<file path="src/sv/sosgu_pkg.sv">
`default_nettype none

package sosgu_pkg;

    // Ring and height geometry
    localparam int SITES      = 256;
    localparam int SITE_W     = $clog2(SITES);
    localparam int MAX_HEIGHT = 20;
    localparam int MID_HEIGHT = MAX_HEIGHT / 2;
    localparam int H_W        = $clog2(MAX_HEIGHT + 1);
    localparam int ORD_W      = 12;

    // Threshold registers, Q1.32: one integer bit so that 1.0 fits
    localparam int NUM_THR   = 6;
    localparam int THR_W     = 33;
    localparam int CFG_IDX_W = 3;
    localparam logic [THR_W-1:0] THR_ONE = {1'b1, {(THR_W-1){1'b0}}};

    localparam logic [CFG_IDX_W-1:0] THR_DOWN_AWAY   = 3'd0;
    localparam logic [CFG_IDX_W-1:0] THR_FLAT_AWAY   = 3'd1;
    localparam logic [CFG_IDX_W-1:0] THR_UP_AWAY     = 3'd2;
    localparam logic [CFG_IDX_W-1:0] THR_DOWN_TOWARD = 3'd3;
    localparam logic [CFG_IDX_W-1:0] THR_FLAT_TOWARD = 3'd4;
    localparam logic [CFG_IDX_W-1:0] THR_UP_TOWARD   = 3'd5;

    typedef struct packed {
        logic [7:0]  site_index;
        logic        step_up;
        logic [31:0] rand_value;
    } t_req;

    typedef struct packed {
        logic             accepted;
        logic [4:0]       site_height;
        logic [ORD_W-1:0] order_sum;
    } t_res;

    typedef enum logic [1:0] {
        SEL_SITE,
        SEL_LEFT,
        SEL_RIGHT
    } t_rd_sel;

    // Controller to datapath commands
    typedef struct packed {
        logic    load;
        logic    rd_en;
        t_rd_sel rd_sel;
        logic    cap_h;
        logic    cap_l;
        logic    cap_r;
        logic    eval;
    } t_dp_cmd;

endpackage

`default_nettype wire

</file>
<file path="src/sv/sosgu_ram.sv">
`default_nettype none

module sosgu_ram #(
    parameter int WIDTH = 8,
    parameter int DEPTH = 256
) (
    input  wire logic                     i_clk,
    input  wire logic                     i_we,
    input  wire logic [$clog2(DEPTH)-1:0] i_waddr,
    input  wire logic [WIDTH-1:0]         i_wdata,
    input  wire logic                     i_re,
    input  wire logic [$clog2(DEPTH)-1:0] i_raddr,
    output logic      [WIDTH-1:0]         o_rdata
);

    logic [WIDTH-1:0] r_mem [DEPTH];

    always_ff @(posedge i_clk) begin
        if (i_we) begin
            r_mem[i_waddr] <= i_wdata;
        end
        if (i_re) begin
            o_rdata <= r_mem[i_raddr];
        end
    end

endmodule

`default_nettype wire

</file>
<file path="src/sv/sosgu_ctrl.sv">
`default_nettype none

module sosgu_ctrl (
    input  wire logic              i_clk,
    input  wire logic              i_rst_n,
    input  wire logic              i_start,
    output logic                   o_busy,
    output sosgu_pkg::t_dp_cmd     o_cmd
);

    import sosgu_pkg::*;

    typedef enum logic [2:0] {
        S_IDLE,
        S_RD_SITE,
        S_RD_LEFT,
        S_RD_RIGHT,
        S_CAP,
        S_EVAL
    } t_state;

    t_state  r_state;
    t_state  n_state;
    logic    r_busy;
    t_dp_cmd r_cmd;
    t_dp_cmd n_cmd;
    logic    w_load;

    assign w_load = i_start && !r_busy;

    always_comb begin
        n_state        = r_state;
        n_cmd          = '0;
        n_cmd.rd_sel   = SEL_SITE;
        case (r_state)
            S_IDLE: begin
                if (w_load) begin
                    n_state      = S_RD_SITE;
                    n_cmd.rd_en  = 1'b1;
                    n_cmd.rd_sel = SEL_SITE;
                end
            end
            S_RD_SITE: begin
                n_state      = S_RD_LEFT;
                n_cmd.rd_en  = 1'b1;
                n_cmd.rd_sel = SEL_LEFT;
                n_cmd.cap_h  = 1'b1;
            end
            S_RD_LEFT: begin
                n_state      = S_RD_RIGHT;
                n_cmd.rd_en  = 1'b1;
                n_cmd.rd_sel = SEL_RIGHT;
                n_cmd.cap_l  = 1'b1;
            end
            S_RD_RIGHT: begin
                n_state     = S_CAP;
                n_cmd.cap_r = 1'b1;
            end
            S_CAP: begin
                n_state    = S_EVAL;
                n_cmd.eval = 1'b1;
            end
            S_EVAL: begin
                n_state = S_IDLE;
            end
            default: begin
                n_state = S_IDLE;
            end
        endcase
    end

    always_ff @(posedge i_clk) begin
        if (!i_rst_n) begin
            r_state <= S_IDLE;
            r_busy  <= 1'b0;
            r_cmd   <= '0;
        end else begin
            r_state <= n_state;
            r_busy  <= (n_state != S_IDLE);
            r_cmd   <= n_cmd;
        end
    end

    // load acts on the accepting edge itself, the rest follows the state
    always_comb begin
        o_cmd      = r_cmd;
        o_cmd.load = w_load;
    end

    assign o_busy = r_busy;

endmodule

`default_nettype wire

</file>
<file path="src/sv/sosgu_dp.sv">
`default_nettype none

module sosgu_dp (
    input  wire logic                                i_clk,
    input  wire logic                                i_rst_n,
    input  wire sosgu_pkg::t_dp_cmd                  i_cmd,
    input  wire sosgu_pkg::t_req                     i_req,
    input  wire logic                                i_cfg_we,
    input  wire logic [sosgu_pkg::CFG_IDX_W-1:0]     i_cfg_idx,
    input  wire logic [sosgu_pkg::THR_W-1:0]         i_cfg_data,
    output logic                                     o_strobe,
    output sosgu_pkg::t_res                          o_res
);

    import sosgu_pkg::*;

    localparam logic [H_W-1:0]    MID_H    = H_W'(MID_HEIGHT);
    localparam logic [H_W-1:0]    MAX_H    = H_W'(MAX_HEIGHT);
    localparam logic [SITE_W-1:0] LAST_SITE = SITE_W'(SITES - 1);

    logic [THR_W-1:0]  r_thr [NUM_THR];
    logic [SITES-1:0]  r_valid;
    logic [ORD_W-1:0]  r_order;

    logic [SITE_W-1:0] r_site;
    logic              r_up;
    logic [31:0]       r_rand;
    logic [H_W-1:0]    r_h;
    logic [H_W-1:0]    r_hl;
    logic [H_W-1:0]    r_hr;
    logic              r_rd_valid;

    logic              r_strobe;
    t_res              r_res;

    logic [SITE_W-1:0]    w_left;
    logic [SITE_W-1:0]    w_right;
    logic [SITE_W-1:0]    w_raddr;
    logic [H_W-1:0]       w_rdata;
    logic [H_W-1:0]       w_rd_h;
    logic                 w_at_edge;
    logic [H_W-1:0]       w_hn;
    logic                 w_l_dn;
    logic                 w_r_dn;
    logic [1:0]           w_bond_off;
    logic                 w_away;
    logic [CFG_IDX_W-1:0] w_sel;
    logic [THR_W-1:0]     w_thr;
    logic                 w_take;
    logic [ORD_W-1:0]     n_order;

    assign w_left  = (r_site == '0) ? LAST_SITE : r_site - 1'b1;
    assign w_right = (r_site == LAST_SITE) ? '0 : r_site + 1'b1;

    always_comb begin
        case (i_cmd.rd_sel)
            SEL_SITE:  w_raddr = r_site;
            SEL_LEFT:  w_raddr = w_left;
            SEL_RIGHT: w_raddr = w_right;
            default:   w_raddr = r_site;
        endcase
    end

    sosgu_ram #(
        .WIDTH (H_W),
        .DEPTH (SITES)
    ) u_heights (
        .i_clk   (i_clk),
        .i_we    (i_cmd.eval && w_take),
        .i_waddr (r_site),
        .i_wdata (w_hn),
        .i_re    (i_cmd.rd_en),
        .i_raddr (w_raddr),
        .o_rdata (w_rdata)
    );

    // sites never written still sit at mid-height
    assign w_rd_h = r_rd_valid ? w_rdata : MID_H;

    // Move evaluation on the captured heights
    assign w_at_edge = r_up ? (r_h == MAX_H) : (r_h == '0);
    assign w_hn      = r_up ? r_h + 1'b1 : r_h - 1'b1;
    // a neighbour on the side the site moves towards shortens that bond
    assign w_l_dn    = r_up ? (r_hl > r_h) : (r_hl < r_h);
    assign w_r_dn    = r_up ? (r_hr > r_h) : (r_hr < r_h);
    assign w_bond_off = {1'b0, ~w_l_dn} + {1'b0, ~w_r_dn};
    assign w_away    = r_up ? (r_h >= MID_H) : (r_h <= MID_H);
    assign w_sel     = (w_away ? THR_DOWN_AWAY : THR_DOWN_TOWARD) + {1'b0, w_bond_off};
    assign w_thr     = r_thr[w_sel];
    assign w_take    = !w_at_edge && ({1'b0, r_rand} < w_thr);
    assign n_order   = w_take ? (w_away ? r_order + 1'b1 : r_order - 1'b1) : r_order;

    always_ff @(posedge i_clk) begin
        if (i_cmd.load) begin
            r_site <= SITE_W'({24'd0, i_req.site_index} % SITES);
            r_up   <= i_req.step_up;
            r_rand <= i_req.rand_value;
        end
        if (i_cmd.rd_en) begin
            r_rd_valid <= r_valid[w_raddr];
        end
        if (i_cmd.cap_h) begin
            r_h <= w_rd_h;
        end
        if (i_cmd.cap_l) begin
            r_hl <= w_rd_h;
        end
        if (i_cmd.cap_r) begin
            r_hr <= w_rd_h;
        end
        if (i_cmd.eval) begin
            r_res.accepted    <= w_take;
            r_res.site_height <= 5'(w_take ? w_hn : r_h);
            r_res.order_sum   <= n_order;
        end
    end

    always_ff @(posedge i_clk) begin
        if (!i_rst_n) begin
            for (int i = 0; i < NUM_THR; i++) begin
                r_thr[i] <= THR_ONE;
            end
            r_valid  <= '0;
            r_order  <= '0;
            r_strobe <= 1'b0;
        end else begin
            if (i_cfg_we && (i_cfg_idx < CFG_IDX_W'(NUM_THR))) begin
                r_thr[i_cfg_idx] <= i_cfg_data;
            end
            if (i_cmd.eval && w_take) begin
                r_valid[r_site] <= 1'b1;
            end
            if (i_cmd.eval) begin
                r_order <= n_order;
            end
            r_strobe <= i_cmd.eval;
        end
    end

    assign o_strobe = r_strobe;
    assign o_res    = r_res;

endmodule

`default_nettype wire

</file>
<file path="src/sv/sos_interface_glauber_update_core.sv">
`default_nettype none

// Metropolis update unit for a solid-on-solid interface on a ring of heights.
// A request is taken when start is high and busy is low; its result appears
// on o_res with o_strobe high for one cycle, after the read, capture and
// evaluate states, and cannot be held off. A request completes before the
// next is taken: the height store has a single read port, so the site and its
// two ring neighbours are read one after another before the acceptance test
// and the write-back. busy is high from the edge that takes a request until
// the strobe is shown, and a new request may be given in that strobe cycle.
// The user writes thresholds through i_cfg_* while the unit is idle; the unit
// does not enforce this. Indexes above five are ignored. After reset all sites
// are at mid-height and the order sum is zero, with no clearing pass.
module sos_interface_glauber_update_core (
    input  wire logic                            i_clk,
    input  wire logic                            i_rst_n,
    input  wire logic                            start,
    output logic                                 busy,
    input  wire sosgu_pkg::t_req                 i_req,
    output logic                                 o_strobe,
    output sosgu_pkg::t_res                      o_res,
    input  wire logic                            i_cfg_we,
    input  wire logic [sosgu_pkg::CFG_IDX_W-1:0] i_cfg_idx,
    input  wire logic [sosgu_pkg::THR_W-1:0]     i_cfg_data
);

    import sosgu_pkg::*;

    t_dp_cmd w_cmd;

    sosgu_ctrl u_ctrl (
        .i_clk   (i_clk),
        .i_rst_n (i_rst_n),
        .i_start (start),
        .o_busy  (busy),
        .o_cmd   (w_cmd)
    );

    sosgu_dp u_dp (
        .i_clk      (i_clk),
        .i_rst_n    (i_rst_n),
        .i_cmd      (w_cmd),
        .i_req      (i_req),
        .i_cfg_we   (i_cfg_we),
        .i_cfg_idx  (i_cfg_idx),
        .i_cfg_data (i_cfg_data),
        .o_strobe   (o_strobe),
        .o_res      (o_res)
    );

    a_result_latency: assert property (@(posedge i_clk) disable iff (!i_rst_n)
        (start && !busy) |-> ##6 o_strobe)
        else $error("result did not follow request after six cycles");

    a_busy_after_take: assert property (@(posedge i_clk) disable iff (!i_rst_n)
        (start && !busy) |=> busy)
        else $error("busy not raised after request taken");

    a_strobe_when_idle: assert property (@(posedge i_clk) disable iff (!i_rst_n)
        o_strobe |-> (!busy && $past(busy)))
        else $error("strobe outside the end of a request");

    a_no_reject_change: assert property (@(posedge i_clk) disable iff (!i_rst_n)
        (o_strobe && !o_res.accepted) |-> (o_res.order_sum == u_dp.r_order))
        else $error("order sum moved on a rejected request");

endmodule

`default_nettype wire
</file>
<file path="config.mk">
export PLATFORM = sky130hd
export DESIGN_NAME = sos_interface_glauber_update_core
export DESIGN_NICKNAME = d
export VERILOG_FILES = /design/src/sv/sosgu_pkg.sv /design/src/sv/sosgu_ram.sv /design/src/sv/sosgu_ctrl.sv /design/src/sv/sosgu_dp.sv /design/src/sv/sos_interface_glauber_update_core.sv
export SDC_FILE = /design/constraint.sdc
export NUM_CORES = 2
export LEC_CHECK = 0
export BUFFER_PORTS_ARGS = -buffer_cell sky130_fd_sc_hd__buf_2
export CAP_MARGIN = 20
export CORE_MARGIN = 2
export CORE_UTILIZATION = 57
export DETAILED_ROUTE_END_ITERATION = 16
export PLACE_DENSITY = 0.84
export SLEW_MARGIN = 10
export SYNTH_ARGS = -nofsm -noshare
export SYNTH_HDL_FRONTEND = slang
export SYNTH_SLANG_ARGS = --single-unit
export TNS_END_PERCENT = 30
</file>
<file path="constraint.sdc">
create_clock -name i_clk -period 9.65 [get_ports i_clk]
set_input_delay 1.4475 -clock i_clk [delete_from_list [all_inputs] [get_ports i_clk]]
set_output_delay 1.4475 -clock i_clk [all_outputs]
set_load 0.05 [all_outputs]
</file>
# [After elaboration in Yosys (flattened, before gate mapping)]
# Memories as Yosys holds them, arrays and structs flattened. A register that Yosys moved wholly into a read port is not among the register bits.
# Index checks and enable logic that the tools add are counted.
[totals] mem_count=2 output_inout_bits=20 input_bits=81 ff_bits=355 mem_bits_rw=1478 elab_cells=99
[mem_list] name="u_dp.u_heights.r_mem" depth=256 word_bits=5 rd=1 rd_ports_with_merged_regs=1 wr=1 line_no="sosgu_ram.sv:16" rtl="logic [WIDTH-1:0] r_mem [DEPTH];"
[mem_list] name="u_dp.r_thr" depth=6 word_bits=33 rd=1 rd_ports_with_merged_regs=0 wr=6 line_no="sosgu_dp.sv:21" rtl="logic [THR_W-1:0] r_thr [NUM_THR];"
[classes] bitwise_logic=3 eq_ne=8 reduce_logical=12 order_cmp=11 add_sub_neg=8 n_mux=34
[ops] op="$or A256 B256 Y256" n=1
[ops] op="$lt A32 B33 Y1" n=1
[ops] op="$mux W33" n=1
[ops] op="$reduce_or A33 Y1" n=1
[ops] op="$mux W12" n=2
[ops] op="$lt A8 B9 Y1 const B" n=2
[ops] op="$mux W1" n=17
[ops] op="$mux W8" n=2
[ops] op="$pmux W8 S2" n=1
[ops] op="$mux W5" n=3
[ops] op="$pmux W3 S5" n=1
[ops] op="$add A12 B1 Y12 const B" n=1
[ops] op="$sub A12 B1 Y12 const B" n=1
[ops] op="$gt A5 B5 Y1" n=2
[ops] op="$lt A5 B5 Y1" n=2
[ops] op="$mux W3" n=3
[ops] op="$pmux W3 S3" n=1
[ops] op="$add A8 B1 Y8 const B" n=1
[ops] op="$bmux W1 S8" n=1
[ops] op="$demux W1 S8" n=1
[ops] op="$eq A8 B8 Y1 const B" n=1
[ops] op="$ge A8 B1 Y1 const B" n=1
[ops] op="$logic_not A8 Y1" n=1
[ops] op="$sub A8 B1 Y8 const B" n=1
[ops] op="other kinds (20)" n=27

# [Logic depth before layout (Yosys ltp)]
# An unclocked memory read counts as a cell.
[depth] depth_word=11 mapped_depth=26

# [Modules after synthesis]
# A second synthesis with hierarchy kept.
[hier_totals] hier_cells=4765 hier_area_um2=77419.3
[modules_own_cells] module="sosgu_ram" n_inst=1 cells_per_inst=2497 area_per_inst_um2=50334.5
[modules_own_cells] module="sosgu_dp" n_inst=1 cells_per_inst=2232 area_per_inst_um2=26731.9
[modules_own_cells] module="sosgu_ctrl" n_inst=1 cells_per_inst=36 area_per_inst_um2=352.8

# [Worst setup path after synthesis]
# Ideal clock, no wire load.
[synth_path] kind="register to register" startpoint="register u_dp.r_up" endpoint="memory u_dp.u_heights.r_mem[0][4] (netlist name) (data pin)" stages_incl_launch_ff=6 arrival_time_ps=8327 path_buffers=0 path_slack_ps=-329 period_less_slack_ps=9979 cell_sequence="edfxtp_1 -> inv_1 -> fa_1 -> a21o_1 -> a21oi_1 -> xnor2_1"
[synth_between] elab_chain_cells=1
[synth_lines] item="start: declaration" line_no="sosgu_dp.sv:26" rtl="logic r_up;"
[synth_lines] item="start signal: assignment" line_no="sosgu_dp.sv:96" rtl="r_up <= i_req.step_up;"
[synth_lines] item="$mux W5" line_no="sosgu_dp.sv:82" rtl="assign w_hn = r_up ? r_h + 1'b1 : r_h - 1'b1;"
[synth_lines] item="net u_dp.u_heights.i_wdata[4]" line_no="sosgu_ram.sv:10" rtl="input wire logic [WIDTH-1:0] i_wdata,"
[synth_lines] item="end: declaration" line_no="sosgu_ram.sv:16"
# The timed path passes the listed nets, and every way through them passes these cells.

# [Final worst setup path]
[layout_path] startpoint="register u_dp.r_h[1]" endpoint="memory u_dp.u_heights.r_mem[70][0] (netlist name), enable pin"
[layout_between] elab_chain_cells=11 elab_cells_between_ends=24
[layout_lines] item="start: declaration" line_no="sosgu_dp.sv:28" rtl="logic [H_W-1:0] r_h;"
[layout_lines] item="start signal: assignment" line_no="sosgu_dp.sv:103" rtl="r_h <= w_rd_h;"
[layout_lines] item="$lt A5 B5 Y1 (tied with other cells)" line_no="sosgu_dp.sv:84" rtl="assign w_l_dn = r_up ? (r_hl > r_h) : (r_hl < r_h);"
[layout_lines] item="$mux W1, on equally long branches" line_no="sosgu_dp.sv:84, sosgu_dp.sv:85"
[layout_lines] item="$not A1 Y1" line_no="sosgu_dp.sv:86" rtl="assign w_bond_off = {1'b0, ~w_l_dn} + {1'b0, ~w_r_dn};"
[layout_lines] item="$add A1 B1 Y2" line_no="sosgu_dp.sv:86"
[layout_lines] item="$add A3 B2 Y3" line_no="sosgu_dp.sv:88" rtl="assign w_sel = (w_away ? THR_DOWN_AWAY : THR_DOWN_TOWARD) + {1'b0, w_bond_off};"
[layout_lines] item="$mem_v2 Z6 W33"
[layout_lines] item="$lt A32 B33 Y1" line_no="sosgu_dp.sv:90" rtl="assign w_take = !w_at_edge && ({1'b0, r_rand} < w_thr);"
[layout_lines] item="$logic_and A1 B1 Y1 *" line_no="sosgu_dp.sv:90"
[layout_lines] item="$logic_and A1 B1 Y1 *" line_no="sosgu_dp.sv:69" rtl=".i_we (i_cmd.eval && w_take),"
[layout_lines] item="$mux W1 *" line_no="sosgu_ram.sv:19" rtl="if (i_we) begin"
[layout_lines] item="$mux W1 (not written as such) *" line_no="sosgu_ram.sv:20" rtl="r_mem[i_waddr] <= i_wdata;"
# Mark *: on every way between the ends. The rest lies on a longest branch, timed or not.

==> out/metrics.cfg <==
[status]
outcome=finished, final reports clean

[hold_path]
worstHoldPathType=reg2reg
holdPathStages=1

[floorplanning]
rows=134
die_area_um2=138200
ioPinCount=101
fp.dieH_um=371.7
start_util_pct=57.60
die_x_um=371.7
coreArea_um2=133800

[route]
wl_met2_um=93280
vias=43230
drt-total-wl_um=192800
wire_per_inst_um=29.81
dr.max_layer_used=met5
wl_met1_um=67650
vias_per_cell=6.684
first_pass_iters=9
drc=0
drt.antenna.violating_nets=0
wl_met3_um=21300
drtIter0Drc=6548

[critical_path]
cp_slowest_stage_delay_ns=1.39
arrival_ns=8.52
critPathMaxFanout=36
slowest_stage=fa_4
crit_chain=inv_1 -> ha_1 -> nor2b_1 -> o21a_1 -> o21ai_0 -> nand2b_1 -> a21oi_1 -> mux2i_1 -> fa_4 -> mux4_2 -> mux2i_1 -> ha_1 -> a21o_1 -> a221o_1 -> a21o_1 -> a221oi_1 -> o21ai_1 -> a21oi_4 -> o2111ai_2 -> buf_4 -> nor2_1
setup.worst_path.start_class=register
cp-end-kind=register
rr_worst_depth=21
worstSetupPathType=reg2reg
critPathRequiredTime_ns=10.07

[global_routing]
grt_pass1_vias=43270
gr-usage-all-layers_pct=27.84
grt_remaining_overflow=0
antenna_found_initial=11
grt_max_degree=209
grt_pass1_wl_um=282400

[place]
place_area_um2=79640
port_buffers=100
gp_congestion=0.9609
hpwl_um=114200

[synthesis]
synth_edf_count=1624
ys.flop_type=edfxtp_1
postSynthCellCount=4375
yosysTopAreaCell=edfxtp_1
synth_top_area_share_pct=63.27
ys_top_cells_by_area=edfxtp_1 (63%), mux4_2 (13%), dfxtp_1 (7.2%)
yosysMostFrequentCell=edfxtp_1
synth_common_cells=edfxtp_1 (1,624), mux4_2 (450), nor2_1 (333)
netlist_area_um2=77070
syn_area_per_cell_um2=17.62
ys_seq_area_share_pct=70.52
synth.distinct_cells=77
ys_ff_latch=1903
ys_warn_count=0
async_flop_share_pct=0

[sta]
worst_pin_slew_ns=1.142
rsz0062_at_grt=no
hold_viol_final=0
drv_slew=0
fin_worst_skew_ns=0.04220
min_period_ns=8.101
slew_headroom_pct=23.19
fin_tns_setup_ns=0
fmax_ghz=0.1234
finalSetupViolCount=0
fin_crit_sh_pct=83.94

[power_and_ir_drop]
power_density_nw_per_um2=233.5
ir_worst_vdd_mv=0.2095
power.total_w=0.01996
p_leak_nw=27.84

[clock_tree]
path_clk_slew_ns=0.06
hold_buffers=0
clkLatencyLatePin_ns=0.82
cts-root-buf=clkbuf_16
cts_made_buffers=176
cts_setup_buffers=0
cts_sinks=1903
h-tree-depth=4
clock_path_buffers=3
cts_resized=0
tritoncts=done

[finish]
syn_to_final_growth_pct=10.92
final_nets=4686
drive_gt1_share_pct=22.37
postLayoutCoreUtil_pct=63.89
final_area_um2=85490

[run]
maxCapViolations=0

==> sequential cells by signal, indices dropped and copies added, names as in the netlist <==
name and flops:
u_dp.u_heights.r_mem 1280, u_dp.r_thr 264, u_dp.r_valid 256, u_dp.r_rand 32, u_dp.o_res 18, u_dp.r_order 12
u_dp.r_site 8, u_ctrl.o_cmd 6, u_dp.r_h 5, u_dp.r_hl 5, u_dp.r_hr 5, u_dp.u_heights.o_rdata 5
u_ctrl.r_state 3, u_ctrl.o_busy 1, u_dp.o_strobe 1, u_dp.r_rd_valid 1, u_dp.r_up 1
==> final cells by class <==
| type | count | area [um2] |
|---|---|---|
| Antenna cell | 7 | 17.52 |
| Clock buffer | 255 | 4956 |
| Clock inverter | 76 | 813.3 |
| Fill cell | 8453 | 48310 |
| Inverter | 66 | 252.7 |
| Multi-Input combinational cell | 2210 | 21580 |
| Sequential cell | 1903 | 54350 |
| Tap cell | 1768 | 2212 |
| Timing Repair Buffer | 183 | 1304 |
==> layout by cell type, fill, tap and decap left out, types with 19 or more instances in the layout <==
cell,Yosys,routed
edfxtp_1,1624,1624
mux4_2,450,450
nor2_1,333,332
dfxtp_1,279,279
nand2_1,275,273
o21a_1,262,261
clkbuf_16,0,180
mux2i_1,167,167
nor3_2,105,105
buf_2,67,100
nand3_1,84,84
buf_4,28,69
conb_1,1,66
inv_1,66,65
ha_1,62,61
clkbuf_1,114,58
nor3_1,55,55
a21oi_1,43,42
o21ai_0,32,31
o22ai_1,23,23
clkinv_2,0,22
nand4_1,21,21
clkinv_1,0,19
==> cells by family after synthesis <==
logic type	synth area share, %
multiplexers	15.52
adder cells (fa/ha/maj)	1.084
AO/OA/AOI/OAI	4.525
AND/OR/NAND/NOR	6.088
flip-flops	70.52
other	0.004866
XOR/XNOR	0.1818
buffers and inverters	2.071
==> critical path, delay by kind of cell, from the launching register on <==
kind | cells | cell delay [ns]
simple gates | 3 | 0.73
compound gates | 10 | 3.00
flops | 1 | 0.49
mux | 3 | 0.88
buf+inv | 2 | 0.59
fa+ha+maj | 3 | 1.97
==> per-layer routing <==
metal,global-route usage [%],vias to the layer above
li1,-,17600
met1,36.14,21910
met2,44.49,3100
met3,6.579,610
met4,13.73,12
met5,0,-
==> worst paths after layout <==
check,from,endpoint,slack (ns)
setup / recovery,u_dp.r_h[1]$_DFFE_PP_,u_dp.u_heights.r_mem[70][0]$_DFFE_PP_,1.55
hold / removal,u_dp.r_valid[202]$_SDFFE_PN0P_,u_dp.r_valid[202]$_SDFFE_PN0P_,0.46
setup reg to reg,u_dp.r_h[1]$_DFFE_PP_,u_dp.u_heights.r_mem[70][0]$_DFFE_PP_,1.55
hold reg to reg,u_dp.r_valid[202]$_SDFFE_PN0P_,u_dp.r_valid[202]$_SDFFE_PN0P_,0.46
==> per-stage QoR <==
step / hold WS (ns) / std cells / setup slack (ns)
after floorplan: 0.4145 / 4440 / -0.2538
after global placement: 0.4404 / 6124 / 1.893
after detailed placement: 0.4476 / 6126 / 1.685
after CTS: 0.4613 / 6457 / 1.635
after global routing: 0.4698 / 6461 / 1.158
final: 0.4565 / 6468 / 1.549
==> where the power goes <==
group          switching, W  internal [W]  total (W)
Sequential        0.0000647       0.00943    0.00949
Combinational       0.00220       0.00129    0.00349
Clock               0.00304       0.00394    0.00697
Power figures use the tool's default switching activity.
